==> src/sv/fxalu_pkg.sv <==
package fxalu_pkg;

  localparam int unsigned FracBits = 8;
  localparam int unsigned NumW     = 34 + FracBits;
  localparam int unsigned DivW     = NumW - 1;
  localparam int unsigned DvsW     = 33;
  localparam int unsigned RemW     = 33;

  typedef enum logic [3:0] {
    OP_ADD  = 4'd0,
    OP_SUB  = 4'd1,
    OP_MUL  = 4'd2,
    OP_DIV  = 4'd3,
    OP_GT   = 4'd4,
    OP_LT   = 4'd5,
    OP_GE   = 4'd6,
    OP_LE   = 4'd7,
    OP_EQ   = 4'd8,
    OP_NE   = 4'd9,
    OP_MIN  = 4'd10,
    OP_MAX  = 4'd11,
    OP_INC  = 4'd12,
    OP_DEC  = 4'd13,
    OP_TOI  = 4'd14,
    OP_FROM = 4'd15
  } op_e;

  typedef struct packed {
    op_e              func;
    logic [31:0]      res;
    logic             cmp;
    logic             dz;
    logic             qneg;
    logic [DivW-1:0]  dvd;
    logic [RemW-1:0]  rem;
    logic [DvsW-1:0]  dvs;
    logic [31:0]      quo;
  } cell_t;

endpackage

==> src/sv/fxalu_cell.sv <==
module fxalu_cell (
  input  logic                   clk_i,
  input  logic                   rst_ni,
  input  logic                   en_i,
  input  logic                   valid_i,
  input  fxalu_pkg::cell_t       cell_i,
  output logic                   valid_o,
  output fxalu_pkg::cell_t       cell_o
);

  localparam int unsigned RemW = fxalu_pkg::RemW;
  localparam int unsigned DivW = fxalu_pkg::DivW;

  logic [RemW:0]   rsh;
  logic [RemW+1:0] diff;
  logic            ge;
  fxalu_pkg::cell_t cell_d;

  always_comb begin
    rsh    = {cell_i.rem, cell_i.dvd[DivW-1]};
    diff   = {1'b0, rsh} - {2'b00, cell_i.dvs};
    ge     = ~diff[RemW+1];
    cell_d = cell_i;
    cell_d.rem = ge ? diff[RemW-1:0] : rsh[RemW-1:0];
    cell_d.dvd = {cell_i.dvd[DivW-2:0], 1'b0};
    cell_d.quo = {cell_i.quo[30:0], ge};
  end

  always_ff @(posedge clk_i or negedge rst_ni) begin
    if (!rst_ni) begin
      valid_o <= 1'b0;
    end else if (en_i) begin
      valid_o <= valid_i;
    end
  end

  always_ff @(posedge clk_i) begin
    if (en_i) begin
      cell_o <= cell_d;
    end
  end

endmodule

==> config.mk <==
export PLATFORM = sky130hd
export DESIGN_NAME = fxalu_cell
export DESIGN_NICKNAME = d
export VERILOG_FILES = /design/src/sv/fxalu_pkg.sv /design/src/sv/fxalu_cell.sv
export SDC_FILE = /design/constraint.sdc
export NUM_CORES = 1
export LEC_CHECK = 0
export ABC_AREA = 1
export ABC_CLOCK_PERIOD_IN_PS = 1000
export BUFFER_PORTS_ARGS = -buffer_cell sky130_fd_sc_hd__buf_2
export CAP_MARGIN = 25
export CORE_MARGIN = 10
export CORE_UTILIZATION = 23
export CTS_CLUSTER_DIAMETER = 150
export DETAILED_ROUTE_END_ITERATION = 7
export HOLD_SLACK_MARGIN = 0.08
export MAX_ROUTING_LAYER = met4
export PLACE_DENSITY_LB_ADDON = 0.1
export SYNTH_ARGS = -nofsm -noshare
export SYNTH_HDL_FRONTEND = slang
export SYNTH_SLANG_ARGS = --single-unit
==> constraint.sdc <==
create_clock -name clk_i -period 1 [get_ports clk_i]
set_input_delay 0.2 -clock clk_i [delete_from_list [all_inputs] [get_ports clk_i]]
set_output_delay 0.2 -clock clk_i [all_outputs]
set_load 0.005 [all_outputs]
Word level (Yosys, flattened, before mapping)
Index checks and enable logic that the tools add are counted.
{ "totals": {"out_inout_bits": 179, "elab_cells": 13, "regBits": 178, "in_bits": 182} }
{ "classes": {"bitwise": 1, "n_mux": 1, "n_addsub": 1} }
{ "op_table": {"columns": ["operator", "n"], "rows": [
  ["$sub A34 B33 Y35", 1],
  ["$mux W33", 1],
  ["$not A1 Y1", 1]
]} }

Logic depth before layout (Yosys ltp)
{ "logic_depth": {"depth_word": 2, "ltp_mapped": 15} }

Worst setup path before layout
Ideal clock, no wire load.
{ "synth_path": {"path_kind": "input port to flip-flop", "start": "input port cell_i[138] (netlist name)", "end": "register cell_o[96] (netlist name) (data pin)", "stages": 13, "arrival_time_ns": 1.578, "setup_slack_ns": -0.831, "t_required_ns": 0.747, "cell_sequence": "inv_1 ha_1 inv_1 fa_1 nand3_1 nand3_2 nand2_2 nand2_4 nand2_4 nand2_8 buf_6 nand3_1 nand2_1"} }
{ "synth_lines": {"columns": ["element", "line_no", "rtl"], "rows": [
  ["from (decl)", "fxalu_cell.sv:6", "input fxalu_pkg::cell_t cell_i,"],
  ["to (signal assigned)", "fxalu_cell.sv:39", "cell_o <= cell_d;"],
  ["to (decl)", "fxalu_cell.sv:8", "output fxalu_pkg::cell_t cell_o"]
]} }

==> impl_summary.log <==
INFO  metric run_status = finished with violations
INFO  metric violations = setup timing
INFO  metric place.port_buffers = 358
INFO  metric ys_seq_elements = 178
INFO  metric finalCoreUtilization = 0.433
INFO  metric die_h = 214 um
INFO  metric finish.net_count = 1769
INFO  metric cpMaxStageDelayCell = sky130_fd_sc_hd__fa_2
INFO  metric synth_sequential_area_ratio = 0.619
INFO  metric pin_count = 361
INFO  metric p_sw_frac = 0.291
INFO  metric tritoncts = built
INFO  metric worst_min_delay_path_category = input pin to flip-flop
INFO  metric fin_crit_sh = 1.58
INFO  metric timing.final.crit_period = 1.58 ns
INFO  metric gp_congestion = 0.808
INFO  metric critical_path_arrival = 1.80 ns
INFO  metric antenna_found_initial = 3
INFO  metric routed_wirelength = 38000 um
INFO  metric viasPerCell = 4.07
INFO  metric pwr-share-clk = 0.327
INFO  metric syn-num-nets = 1064
INFO  metric synth_area_leaders = sky130_fd_sc_hd__edfxtp_1 62%, sky130_fd_sc_hd__nand2_1 12%, sky130_fd_sc_hd__inv_1 6.4%, sky130_fd_sc_hd__ha_1 4.8%, sky130_fd_sc_hd__nand3_1 3.4%
INFO  metric cts-root-buf = sky130_fd_sc_hd__clkbuf_16
INFO  metric syn_area = 8620 sq um
INFO  metric startpoint_type = input pin
INFO  metric drt-wirelength-per-cell = 18.7 um
INFO  metric final.setup_skew = 0 ns
INFO  metric syn_avg_cell_area = 10.2 sq um
INFO  metric first_global_vias = 8755
INFO  metric hpwl = 28400 um
INFO  metric power_per_cell_area = 1390 nW/um^2
INFO  metric path_common_cell = sky130_fd_sc_hd__nand2_8
INFO  metric worst-endpoint-required = 1.22 ns
INFO  metric timing.critical_path.cells = buf_8 -> inv_12 -> ha_4 -> inv_4 -> fa_2 -> nand3_2 -> nand3_4 -> nand2_4 -> nand2_8 -> nand2_8 -> buf_12 -> nand2_8 -> nand3_2 -> nand2_1
INFO  metric grt.total_usage = 0.165
INFO  metric detailroute.via_count = 8294
INFO  metric globalRoute.totalOverflow = 0
INFO  metric design.die.area = 45600 sq um
INFO  metric initial_standard_cell_utilization_of_the_core = 0.234
INFO  metric first_pass_grt_wire_length = 53800 um
INFO  metric area_delta_synth_final = 84.7%
INFO  metric netlist-cell-type-count = 34
INFO  metric clk_path_buf_depth = 2
INFO  metric crit_fanout = 7
INFO  metric die_extent_in_x = 214 um
INFO  metric worst_path_dominant_cell_family = simple AND/OR/NAND/NOR gates
INFO  metric dr.first_iter.drc_count = 310
INFO  metric dp_worst_setup_slack = -1.20 ns
INFO  metric power_frac_comb = 0.257
INFO  metric clk_pin_slew_worst_paths = 0.08 ns
INFO  metric layout.cells.most_common = sky130_fd_sc_hd__buf_2
INFO  metric power_leakage = 7.47 nW
INFO  metric path_buf_inv = 4
INFO  metric detail-route-antenna-nets = 0
INFO  metric htree_levels = 4
INFO  metric critical_path_class = input pin to flip-flop
INFO  metric hold_viol_final = 0
INFO  metric report.final.setup_viol = 212
INFO  metric cts_made_buffers = 17
INFO  metric max_capacitance_violation_count = 0
INFO  metric std_cell_rows = 70
INFO  metric core_area = 36800 sq um
INFO  metric grt_setup_unrepaired = true
INFO  metric placed_area = 12300 sq um
INFO  metric maximum_number_of_pins_on_one_net_before_global_route_repair = 25
INFO  metric synth_cells = 848
INFO  metric p_switching = 6.43 mW
INFO  metric remaining_routing_drc_violations = 0
INFO  metric post-route-cell-area = 15900 sq um
INFO  metric cts_sinks = 178
INFO  metric intPower = 15.7 mW
INFO  metric ys.warnings.count = 0
INFO  metric synthDominantAreaCellType = sky130_fd_sc_hd__edfxtp_1
INFO  metric power.ir.vdd_worst = 1.20 mV
INFO  metric pwr-share-seq = 0.416
INFO  metric most_used_cells_in_the_layout_excluding_fill_and_tap_cells = 343 x sky130_fd_sc_hd__buf_2, 218 x sky130_fd_sc_hd__nand2_1, 177 x sky130_fd_sc_hd__edfxtp_1
INFO  metric worstSetupEndpointType = flip-flop
INFO  metric timing.final.max_slew_violations = 0
INFO  metric delay_of_the_slowest_critical_path_stage = 0.36 ns
INFO  metric final_layout_size_suffix_gt1_frac = 0.487
INFO  metric clock_insertion_delay_worst_skew = 0.45 ns
INFO  metric final_critical_path_setup_slack = -0.584 ns
INFO  metric synthDominantCellAreaShare = 0.616
INFO  metric max_freq = 0.631 GHz
INFO  metric dr.pass1.iters = 5
==> Yosys cell counts <==
cell type,count
sky130_fd_sc_hd__inv_1,148
sky130_fd_sc_hd__nor3_2,1
sky130_fd_sc_hd__nor2_4,1
sky130_fd_sc_hd__o21bai_1,2
sky130_fd_sc_hd__buf_12,1
sky130_fd_sc_hd__nor2_8,1
sky130_fd_sc_hd__mux2_2,1
sky130_fd_sc_hd__nand3_2,11
sky130_fd_sc_hd__nand2_8,1
sky130_fd_sc_hd__and2_1,12
sky130_fd_sc_hd__fa_1,1
sky130_fd_sc_hd__nand3b_1,8
sky130_fd_sc_hd__inv_2,3
sky130_fd_sc_hd__a21oi_1,19
sky130_fd_sc_hd__xor2_1,13
sky130_fd_sc_hd__nor2_2,3
sky130_fd_sc_hd__nor2_1,40
sky130_fd_sc_hd__nand3_1,59
sky130_fd_sc_hd__buf_2,6
sky130_fd_sc_hd__dfrtp_1,1
sky130_fd_sc_hd__ha_1,33
sky130_fd_sc_hd__or2_2,3
sky130_fd_sc_hd__nand2_1,282
sky130_fd_sc_hd__nand4_1,6
sky130_fd_sc_hd__xnor2_1,1
sky130_fd_sc_hd__a21oi_2,1
sky130_fd_sc_hd__edfxtp_1,177
sky130_fd_sc_hd__conb_1,1
sky130_fd_sc_hd__buf_4,1
sky130_fd_sc_hd__o21ai_0,1
sky130_fd_sc_hd__buf_6,2
sky130_fd_sc_hd__nand2_2,3
sky130_fd_sc_hd__nand2_4,2
sky130_fd_sc_hd__nor3_1,3
==> cell families (layout without fill, tap and decap cells) <==
family,after synthesis,count (layout),synth area share
xor gates and xnor gates,14,14,0.0142
DFF,178,178,0.619
AOI/OAI and AO/OA,23,23,0.0144
adders and majority gates,34,34,0.0502
other,1,3,0.000435
and+or+nand+nor,436,443,0.225
muxes,1,1,0.00131
buffers and inverters,161,872,0.0750
==> state kept, by name (all words and copies together) (netlist names) <==
| register | cells |
|---|---|
| cell_o | 177 |
| valid_o | 1 |
==> routing by layer <==
layer  part of all wire  routed length (um)  GRT usage  vias up
met5                  0                   0          -        -
met4              0.017                 657     0.0467        0
met3              0.077                2910     0.0473       43
met2               0.50               19000      0.282      274
met1               0.41               15400      0.184     3807
li1                   -                   -          -     4170
==> power by group through the flow <==
stage | registers [mW] | clock network [mW] | logic (mW)
4_1_cts | 9.20 | 7.50 | 5.47
3_3_place_gp | 9.35 | 0 | 4.36
5_1_grt | 9.25 | 7.77 | 6.23
3_5_place_dp | 9.36 | 0 | 4.36
2_1_floorplan | 9.46 | 0 | 1.65
6_report | 9.19 | 7.24 | 5.67
==> stage by stage <==
stage	total power, mW	hold WS (ns)	TNS [ns]	cells
final	22.1	0.105	-45.25	2036
after CTS	22.2	0.0824	-50.21	2019
after detailed placement	13.7	-0.0231	-41.75	1800
after global routing	23.3	0.0935	-56.31	2036
after global placement	13.7	-0.0246	-40.98	1800
after floorplan	11.1	-0.0956	-23.86	848
==> what timing repair did <==
action	CTS	global route
buffers inserted	11	12
hold endpoints to repair	165	0
pin swaps	25	51
hold buffers	166	0
resized for setup	118	99
gates cloned	10	3
endpoints found under the setup margin	212	212
==> final cells by class <==
| class | instances | area (sq um) |
|---|---|---|
| Clock inverter | 15 | 189 |
| Sequential cell | 178 | 5340 |
| Clock buffer | 17 | 425 |
| Inverter | 151 | 589 |
| Timing Repair Buffer | 689 | 5130 |
| Tap cell | 468 | 586 |
| Antenna cell | 2 | 5.00 |
| Multi-Input combinational cell | 516 | 3660 |
| Fill cell | 3638 | 20900 |
==> worst paths after layout <==
kind | from | endpoint | slack, ns | cells past startpoint
setup / recovery | cell_i[138] | cell_o[94] | -0.58 | 14
min in group asynchronous | rst_ni | valid_o | 0.58 | 3
hold / removal | cell_i[94] | cell_o[95] | 0.10 | 3
max in group asynchronous | rst_ni | valid_o | 0.32 | 3
hold reg to reg | valid_o | valid_o | 0.69 | 3
setup reg to reg | valid_o | valid_o | 0.02 | 3
==> worst register-to-register path, cell delays in order (launching register included) <==
cell and delay, ns:
sky130_fd_sc_hd__dfrtp_1 0.38, sky130_fd_sc_hd__buf_4 0.13, sky130_fd_sc_hd__buf_4 0.12, sky130_fd_sc_hd__mux2_2 0.24
(Power assumes the default switching activity.)
