===== src/sv/fxalu_pkg.sv =====
package fxalu_pkg;

  localparam int unsigned FracBits = 8;
  localparam int unsigned NumW     = 34 + FracBits;
  localparam int unsigned DivW     = NumW - 1;
  localparam int unsigned DvsW     = 33;
  localparam int unsigned RemW     = 33;

  typedef enum logic [3:0] {
    OP_ADD  = 4'd0,
    OP_SUB  = 4'd1,
    OP_MUL  = 4'd2,
    OP_DIV  = 4'd3,
    OP_GT   = 4'd4,
    OP_LT   = 4'd5,
    OP_GE   = 4'd6,
    OP_LE   = 4'd7,
    OP_EQ   = 4'd8,
    OP_NE   = 4'd9,
    OP_MIN  = 4'd10,
    OP_MAX  = 4'd11,
    OP_INC  = 4'd12,
    OP_DEC  = 4'd13,
    OP_TOI  = 4'd14,
    OP_FROM = 4'd15
  } op_e;

  typedef struct packed {
    op_e              func;
    logic [31:0]      res;
    logic             cmp;
    logic             dz;
    logic             qneg;
    logic [DivW-1:0]  dvd;
    logic [RemW-1:0]  rem;
    logic [DvsW-1:0]  dvs;
    logic [31:0]      quo;
  } cell_t;

endpackage


===== src/sv/fxalu_front.sv =====
module fxalu_front (
  input  logic                   clk_i,
  input  logic                   rst_ni,
  input  logic                   en_i,
  input  logic                   valid_i,
  input  logic [3:0]             func_i,
  input  logic signed [31:0]     a_i,
  input  logic signed [31:0]     b_i,
  output logic                   valid_o,
  output fxalu_pkg::cell_t       cell_o
);

  localparam int unsigned NumW = fxalu_pkg::NumW;
  localparam int unsigned DivW = fxalu_pkg::DivW;
  localparam int unsigned DvsW = fxalu_pkg::DvsW;
  localparam int unsigned F    = fxalu_pkg::FracBits;

  fxalu_pkg::op_e       op;
  logic [31:0]          res_d;
  logic                 cmp_d;
  logic                 dz_d;
  logic signed [NumW-1:0] ax, bx, n, nn, dd, num, m;
  logic signed [63:0]   prod_d;

  logic                 va_q;
  fxalu_pkg::op_e       op_q;
  logic [31:0]          res_q;
  logic                 cmp_q, dz_q, qneg_q;
  logic signed [63:0]   prod_q;
  logic [DivW-1:0]      dvd_q;
  logic [DvsW-1:0]      dvs_q;
  logic signed [63:0]   rnd;

  always_comb begin
    op    = fxalu_pkg::op_e'(func_i);
    res_d = '0;
    cmp_d = 1'b0;
    dz_d  = 1'b0;
    case (op)
      fxalu_pkg::OP_ADD:  res_d = a_i + b_i;
      fxalu_pkg::OP_SUB:  res_d = a_i - b_i;
      fxalu_pkg::OP_DIV:  dz_d  = (b_i == 32'sd0);
      fxalu_pkg::OP_GT:   cmp_d = (a_i > b_i);
      fxalu_pkg::OP_LT:   cmp_d = (a_i < b_i);
      fxalu_pkg::OP_GE:   cmp_d = (a_i >= b_i);
      fxalu_pkg::OP_LE:   cmp_d = (a_i <= b_i);
      fxalu_pkg::OP_EQ:   cmp_d = (a_i == b_i);
      fxalu_pkg::OP_NE:   cmp_d = (a_i != b_i);
      fxalu_pkg::OP_MIN:  res_d = (a_i < b_i) ? a_i : b_i;
      fxalu_pkg::OP_MAX:  res_d = (a_i > b_i) ? a_i : b_i;
      fxalu_pkg::OP_INC:  res_d = a_i + 32'sd1;
      fxalu_pkg::OP_DEC:  res_d = a_i - 32'sd1;
      fxalu_pkg::OP_TOI:  res_d = a_i >>> F;
      fxalu_pkg::OP_FROM: res_d = a_i <<< F;
      default:            res_d = '0;
    endcase
  end

  always_comb begin
    prod_d = 64'(a_i) * 64'(b_i);
    ax  = {{(NumW-32){a_i[31]}}, a_i};
    bx  = {{(NumW-32){b_i[31]}}, b_i};
    n   = ax <<< F;
    nn  = b_i[31] ? -n : n;
    dd  = b_i[31] ? -bx : bx;
    num = (nn <<< 1) + dd - NumW'(1);
    m   = num[NumW-1] ? ~num : num;
  end

  always_ff @(posedge clk_i or negedge rst_ni) begin
    if (!rst_ni) begin
      va_q    <= 1'b0;
      valid_o <= 1'b0;
    end else if (en_i) begin
      va_q    <= valid_i;
      valid_o <= va_q;
    end
  end

  always_ff @(posedge clk_i) begin
    if (en_i) begin
      op_q   <= op;
      res_q  <= res_d;
      cmp_q  <= cmp_d;
      dz_q   <= dz_d;
      qneg_q <= num[NumW-1];
      prod_q <= prod_d;
      dvd_q  <= m[DivW-1:0];
      dvs_q  <= {dd[DvsW-2:0], 1'b0};
    end
  end

  assign rnd = (prod_q + 64'sd1 * ((64'sd1 <<< (F - 1)) - 64'sd1)) >>> F;

  always_ff @(posedge clk_i) begin
    if (en_i) begin
      cell_o.func <= op_q;
      cell_o.res  <= (op_q == fxalu_pkg::OP_MUL) ? rnd[31:0] : res_q;
      cell_o.cmp  <= cmp_q;
      cell_o.dz   <= dz_q;
      cell_o.qneg <= qneg_q;
      cell_o.dvd  <= dvd_q;
      cell_o.rem  <= '0;
      cell_o.dvs  <= dvs_q;
      cell_o.quo  <= '0;
    end
  end

endmodule


===== config.mk =====
export PLATFORM = sky130hd
export DESIGN_NAME = fxalu_front
export DESIGN_NICKNAME = d
export VERILOG_FILES = /design/src/sv/fxalu_pkg.sv /design/src/sv/fxalu_front.sv
export SDC_FILE = /design/constraint.sdc
export NUM_CORES = 2
export LEC_CHECK = 0
export ABC_AREA = 1
export BUFFER_PORTS_ARGS = -buffer_cell sky130_fd_sc_hd__buf_2
export CAP_MARGIN = 20
export CORE_MARGIN = 4
export CORE_UTILIZATION = 60
export DETAILED_ROUTE_END_ITERATION = 10
export PLACE_DENSITY = 0.83
export REMOVE_ABC_BUFFERS = 1
export SLEW_MARGIN = 20
export SYNTH_ARGS = -nofsm -noshare
export SYNTH_HDL_FRONTEND = slang
export SYNTH_SLANG_ARGS = --single-unit
export TNS_END_PERCENT = 5

===== constraint.sdc =====
create_clock -name clk_i -period 5.3 [get_ports clk_i]
set_input_delay 0.53 -clock clk_i [delete_from_list [all_inputs] [get_ports clk_i]]
set_output_delay 0.53 -clock clk_i [all_outputs]
set_load 0.02 [all_outputs]

## Word level (Yosys, flattened, before mapping)

Cells that the tools add are included.

- $add $sub $neg: 9
- Multiply operators: 1
- Magnitude comparators: 4
- Equality and inequality tests: 17
- Mux-type cells: 8
- Bitwise logic cells: 1
- Reduce and logical (&&, ||, !) cells: 2

Operators by type and width:

| kind | number |
|---|---|
| $pmux 32 s8 | 1 |
| $mux 32 | 3 |
| $mux 41 | 2 |
| $add 42x42->42 | 1 |
| $mux 42 | 1 |
| $neg 32->42 | 1 |
| $sub 42x2->42 const B | 1 |
| $neg 40->41 | 1 |
| $not 41->41 | 1 |
| $add 40x8->40 const B | 1 |
| $mul 32x32->40 | 1 |
| $add 32x2->32 const B | 1 |
| $add 32x32->32 | 1 |
| $eq 32x32->1 | 1 |
| $eq 4x4->1 const B | 8 |
| $ge 32x32->1 | 1 |
| $gt 32x32->1 | 1 |
| $le 32x32->1 | 1 |
| $logic_not 32->1 | 1 |
| $lt 32x32->1 | 1 |
| $ne 32x32->1 | 1 |
| $sub 32x2->32 const B | 1 |
| $sub 32x32->32 | 1 |
| $eq 4x3->1 const B | 4 |
| 4 further kinds | 5 |

- Register bits: 266
- Output and inout bits: 179
- Logic and storage cells: 59

## Logic depth before layout (Yosys ltp)

- Word-level depth: 6
- Depth in mapped cells: 32

## Worst setup path before layout

OpenSTA, ideal clock, no wires.

- Path type: input to register
- Start: input port b_i[9]
- End: register prod_q[36], data pin
- Arrival time: 6.876 ns
- Required time: 5.048 ns
- Path slack: -1.828 ns
- Stages: 26
- Buffers on the path: 3
- Cells stage by stage: clkbuf_1 -> clkbuf_1 -> buf_1 -> nand2_1 -> fa_1 -> fa_1 -> fa_1 -> inv_1 -> fa_1 -> fa_1 -> fa_1 -> fa_1 -> inv_1 -> fa_1 -> inv_1 -> ha_1 -> a21oi_1 -> inv_1 -> a21oi_1 -> inv_1 -> a21oi_1 -> inv_1 -> a221oi_1 -> nand2_1 -> nand2_1 -> nand2_1

- Word-level cells in the longest chain between the ends: 1

RTL lines:

| element | line | RTL |
|---|---|---|
| from (decl) | fxalu_front.sv:8 | `input logic signed [31:0] b_i,` |
| $mul 32x32->40 | fxalu_front.sv:60 | `prod_d = 64'(a_i) * 64'(b_i);` |
| named net prod_d[36] | fxalu_front.sv:23 | `logic signed [63:0] prod_d;` |
| to (signal assigned) | fxalu_front.sv:87 | `prod_q <= prod_d;` |
| to (decl) | fxalu_front.sv:29 | `logic signed [63:0] prod_q;` |

The timed path passes the listed nets, and every way through them passes these cells.
A chain may end at the register's enable or synchronous reset.

## Final worst setup path

- Start: input port a_i[22]
- End: register prod_q[39], data pin

- Word-level cells in the longest chain between the ends: 1

RTL lines:

| element | line | RTL |
|---|---|---|
| from (decl) | fxalu_front.sv:7 | `input logic signed [31:0] a_i,` |
| $mul 32x32->40 | fxalu_front.sv:60 |  |
| named net prod_d[39] | fxalu_front.sv:23 |  |

The timed path passes the listed nets, and every way through them passes these cells.

==> results.md <==
- The clock passes through at most 3 buffers.
- The setup-violating endpoint count in the final report is 31.
- The cell count after synthesis is 6,434.
- In the final routed layout, each cell accounts on average for between 20 and 25 um.
- Leaving out fill and tap cells, the most frequent cells in the layout are 1,641 x sky130_fd_sc_hd__inv_1, 1,607 x sky130_fd_sc_hd__nand2_1, 745 x sky130_fd_sc_hd__buf_4.
- The clock drives 266 sinks.
- The type of the worst setup path is input port to flop.
- The layout cell share with drive strength beyond 1 is 0.192.
- The kind of end point of the critical path is a flop.
- The required time of the critical path is 5.62 ns.
- After global routing the overflow that remains totals 0.
- The y dimension of the die is between 200 and 300 um.
- The cell count after placement is approximately 8,200.
- The first-iteration detailed-routing DRC count is about 6,200.
- The wire length of the first global-routing pass is 270,000 um.
- Summing all multi-input logic gate instances after layout gives 33,100 um2.
- Across the run, the number of max-cap violations was 0.
- The origin of the critical flop-to-flop path is prod_q[6]$_DFFE_PP_.
- The congestion estimate from routability-driven global placement came to ~1.1.
- Counting flops with a built-in enable in the synthesized netlist gives 264.
- The number of unique standard cell types used by synthesis is between 50 and 60.
- Compared with the post-synthesis result, the final layout area differs by 22.5%.
- For this run, the leading register cell type out of synthesis is sky130_fd_sc_hd__edfxtp_1.
- The largest net degree at the start of global routing is 121.
- Leaving out fill and tap cells, the most frequent cell in the layout is sky130_fd_sc_hd__inv_1.
- The cell chosen for the clock root is sky130_fd_sc_hd__clkbuf_16.
- In the global route stage, overall resource usage came out at 0.427.
- The maximum fanout encountered on the critical timing path is 11.
- The accumulated negative setup slack is -25.82 ns.
- Summed over all nets, the half-perimeter wirelength after detailed placement is 145,000 um.
- The number of buffers created by CTS is 27.
- Counting the fill cells in the layout gives 5,501.
- Along the worst hold path, the cell count comes to 1.
- The top achievable clock speed is 151 MHz.
- The CTS clock-pin slew for the worst setup and hold paths is 0.07 ns.
- Measured against its own limit, the worst slew margin works out to 0.296.
- Across all register-to-register paths, the minimum setup slack is 2.57 ns.
- For the pin with the worst max-slew slack, the measured transition is 1.05 ns.
- In this run the horizontal extent of the chip is 289 um.
- Using the TritonRoute via totals, the vias-per-cell ratio works out to 5.78.
- The total via count in the routed design is 48,000.
- The time the worst path needs with I/O delays and setup is around 6.6 ns.
- The startpoint identified for the worst hold timing path is func_i[0].
- The port buffer count is 184.
- The worst hold path class is input port to flop.
- TritonCTS built the clock tree.
- The run finished, with violations left.
- The boundary pin count is 251.
- The area of the die is 83,600 um2.
- In the routed design, unresolved DRC markers number 0.
- The number of global-route vias before repair came to 47,300.
- Setup repair after global routing could not meet its margin everywhere.
- Once detail routing completed, the nets flagged for antenna violations numbered 0.
- After routing the design area is 58,100 um2.
- Dividing the final minimum period by the clock period gives 1.25.
- The final reports fail on setup timing.
- The fraction of the yosys area taken by sequential cells is 0.168.
- The initial utilization of the core area, before any placement, comes to 0.609.
- For this block, the routed nets add up to ~190,000 um of wire.
- The synthesized area divided by synthesized cell count is 7.37 um2.
- The number of hold violations in the final report is 0.
- Before antenna repair, the detailed router went through 8 iterations.
- The number of cells on the worst reg-to-reg path is 14.
- The cell row count is a little over 100.
- Across all hold checks on the routed design, the worst slack comes to approximately 0.19 ns.
- The number of antenna violations at the first check in global routing came to 9.
- The final layout contains 8,273 nets.
- The flip-flop and latch count after synthesis is 266.
- After floorplanning, the core was sized to cover 77,800 um2.
- Across the routed clock network, the largest skew measured is 0.0149 ns.
- In the final layout, flip-flops and latches occupy 7980 um2.
- For the worst setup path, the data arrival time is 6.96 ns.
- The final count of pins violating max slew is 0.
- The worst setup path is launched from an input port.
- In this run the number of H-tree levels came out at 1.
- The final instance count without filler cells is 8,300.
- After layout, the worst setup slack is -1.34 ns.
- The capturing point of the worst reg2reg path is cell_o[156]$_DFFE_PP_.
- The path with the worst hold slack has its endpoint at op_q[0]$_DFFE_PP_.
- The insertion delay of the later-clocked pin in the worst-skew pair is 0.57 ns.
- For this run, the number of Yosys warnings is 0.
- The combined area of all synthesized cells is 47,400 um2.
- The placed cell area is 54,900 um2.
- The fraction of registers with async set/reset is 0.00752.
[synth_stat cells (all sizes together) (17+ instances only)]
cell type | count | share of area
inv | 1716 | 0.14
nand2 | 1669 | 0.13
fa | 646 | 0.27
nor2 | 355 | 0.028
ha | 317 | 0.084
nand3 | 285 | 0.031
edfxtp | 264 | 0.17
a21oi | 204 | 0.022
o21ai | 186 | 0.020
clkbuf | 158 | 0.013
buf | 147 | 0.018
xor2 | 123 | 0.023
nor3 | 55 | 0.0066
nand4 | 50 | 0.0066
o21bai | 33 | 0.0052
xnor2 | 30 | 0.0055
nand3b | 28 | 0.0044
o211ai | 28 | 0.0044
a21o | 24 | 0.0038
nor4 | 17 | 0.0022
[layer usage]
metal  global-route usage  up-vias  part of all wire
li1                     -    20700                 -
met1                0.569    22500              0.37
met2                0.647     3683              0.42
met3                0.112     1170              0.14
met4                0.222        8             0.080
met5                    0        -           0.00028
[through the flow]
stage,utilization,worst slack (ns)
after CTS,0.731,-0.859
after global routing,0.746,-1.44
after floorplan,-,-1.16
final,0.747,-1.34
after detailed placement,0.705,-1.90
after global placement,0.705,-1.74
[critical path, cell delays in order]
cell                      delay [ns]
sky130_fd_sc_hd__buf_6          0.18
sky130_fd_sc_hd__nand2_1        0.22
sky130_fd_sc_hd__fa_1           0.74
sky130_fd_sc_hd__inv_1          0.14
sky130_fd_sc_hd__fa_1           0.47
sky130_fd_sc_hd__fa_1           0.51
sky130_fd_sc_hd__inv_1          0.09
sky130_fd_sc_hd__fa_1           0.58
sky130_fd_sc_hd__inv_1          0.08
sky130_fd_sc_hd__fa_1           0.50
sky130_fd_sc_hd__inv_1          0.05
sky130_fd_sc_hd__fa_1           0.47
sky130_fd_sc_hd__fa_1           0.51
sky130_fd_sc_hd__fa_1           0.53
sky130_fd_sc_hd__inv_2          0.05
sky130_fd_sc_hd__ha_4           0.29
sky130_fd_sc_hd__nand2_1        0.11
sky130_fd_sc_hd__o21ai_0        0.19
sky130_fd_sc_hd__inv_1          0.11
sky130_fd_sc_hd__o21ai_0        0.22
sky130_fd_sc_hd__a21oi_1        0.13
sky130_fd_sc_hd__nand3_2        0.11
sky130_fd_sc_hd__inv_1          0.04
sky130_fd_sc_hd__nand2_1        0.05
sky130_fd_sc_hd__nand2_1        0.04
[logic make-up after synthesis]
group,synth area share
XOR/XNOR,0.0282
other,0.000158
AO/OA/AOI/OAI,0.0646
flip-flops,0.168
buffers and inverters,0.167
adder cells (fa/ha/maj),0.356
AND/OR/NAND/NOR,0.216
[how the worst max path moves through the flow]
stage	slack, ns	to	startpoint	cells after the start
floorplan	-1.16	prod_q[36]$_DFFE_PP_	a_i[11]	24
global placement	-1.74	prod_q[38]$_DFFE_PP_	b_i[4]	26
detailed placement	-1.90	prod_q[33]$_DFFE_PP_	a_i[17]	27
CTS	-0.86	prod_q[35]$_DFFE_PP_	a_i[11]	28
global route	-1.44	prod_q[39]$_DFFE_PP_	a_i[22]	25
finish	-1.34	prod_q[39]$_DFFE_PP_	a_i[22]	25
[flip-flops by register name (all words and copies together) (netlist names)]
| signal | cells |
|---|---|
| dvd_q | 41 |
| dvs_q | 32 |
| op_q | 4 |
| dz_q | 1 |
| qneg_q | 1 |
| cell_o | 112 |
| res_q | 32 |
| cmp_q | 1 |
| prod_q | 40 |
| valid_o | 1 |
| va_q | 1 |
[cell type report]
class,instances,area share
timing repair buffer,1007,0.143
sequential,266,0.137
antenna,2,0.0000861
clock buffer,34,0.0124
multi-input combinational,4219,0.570
tap,1040,0.0224
clock inverter,15,0.00368
inverter,1717,0.111
[timing repair]
action | CTS | global route
gates resized for setup | 226 | 309
setup buffers | 24 | 30
cloned | 1 | 0
pin swaps | 94 | 223
hold endpoints to repair | 2 | 0
setup endpoints to repair | 71 | 73
hold buffers | 1 | 0
Power is left out: the tool's default activity adds up to more than one toggle a clock period on the data nets, which glitch-free logic cannot reach.
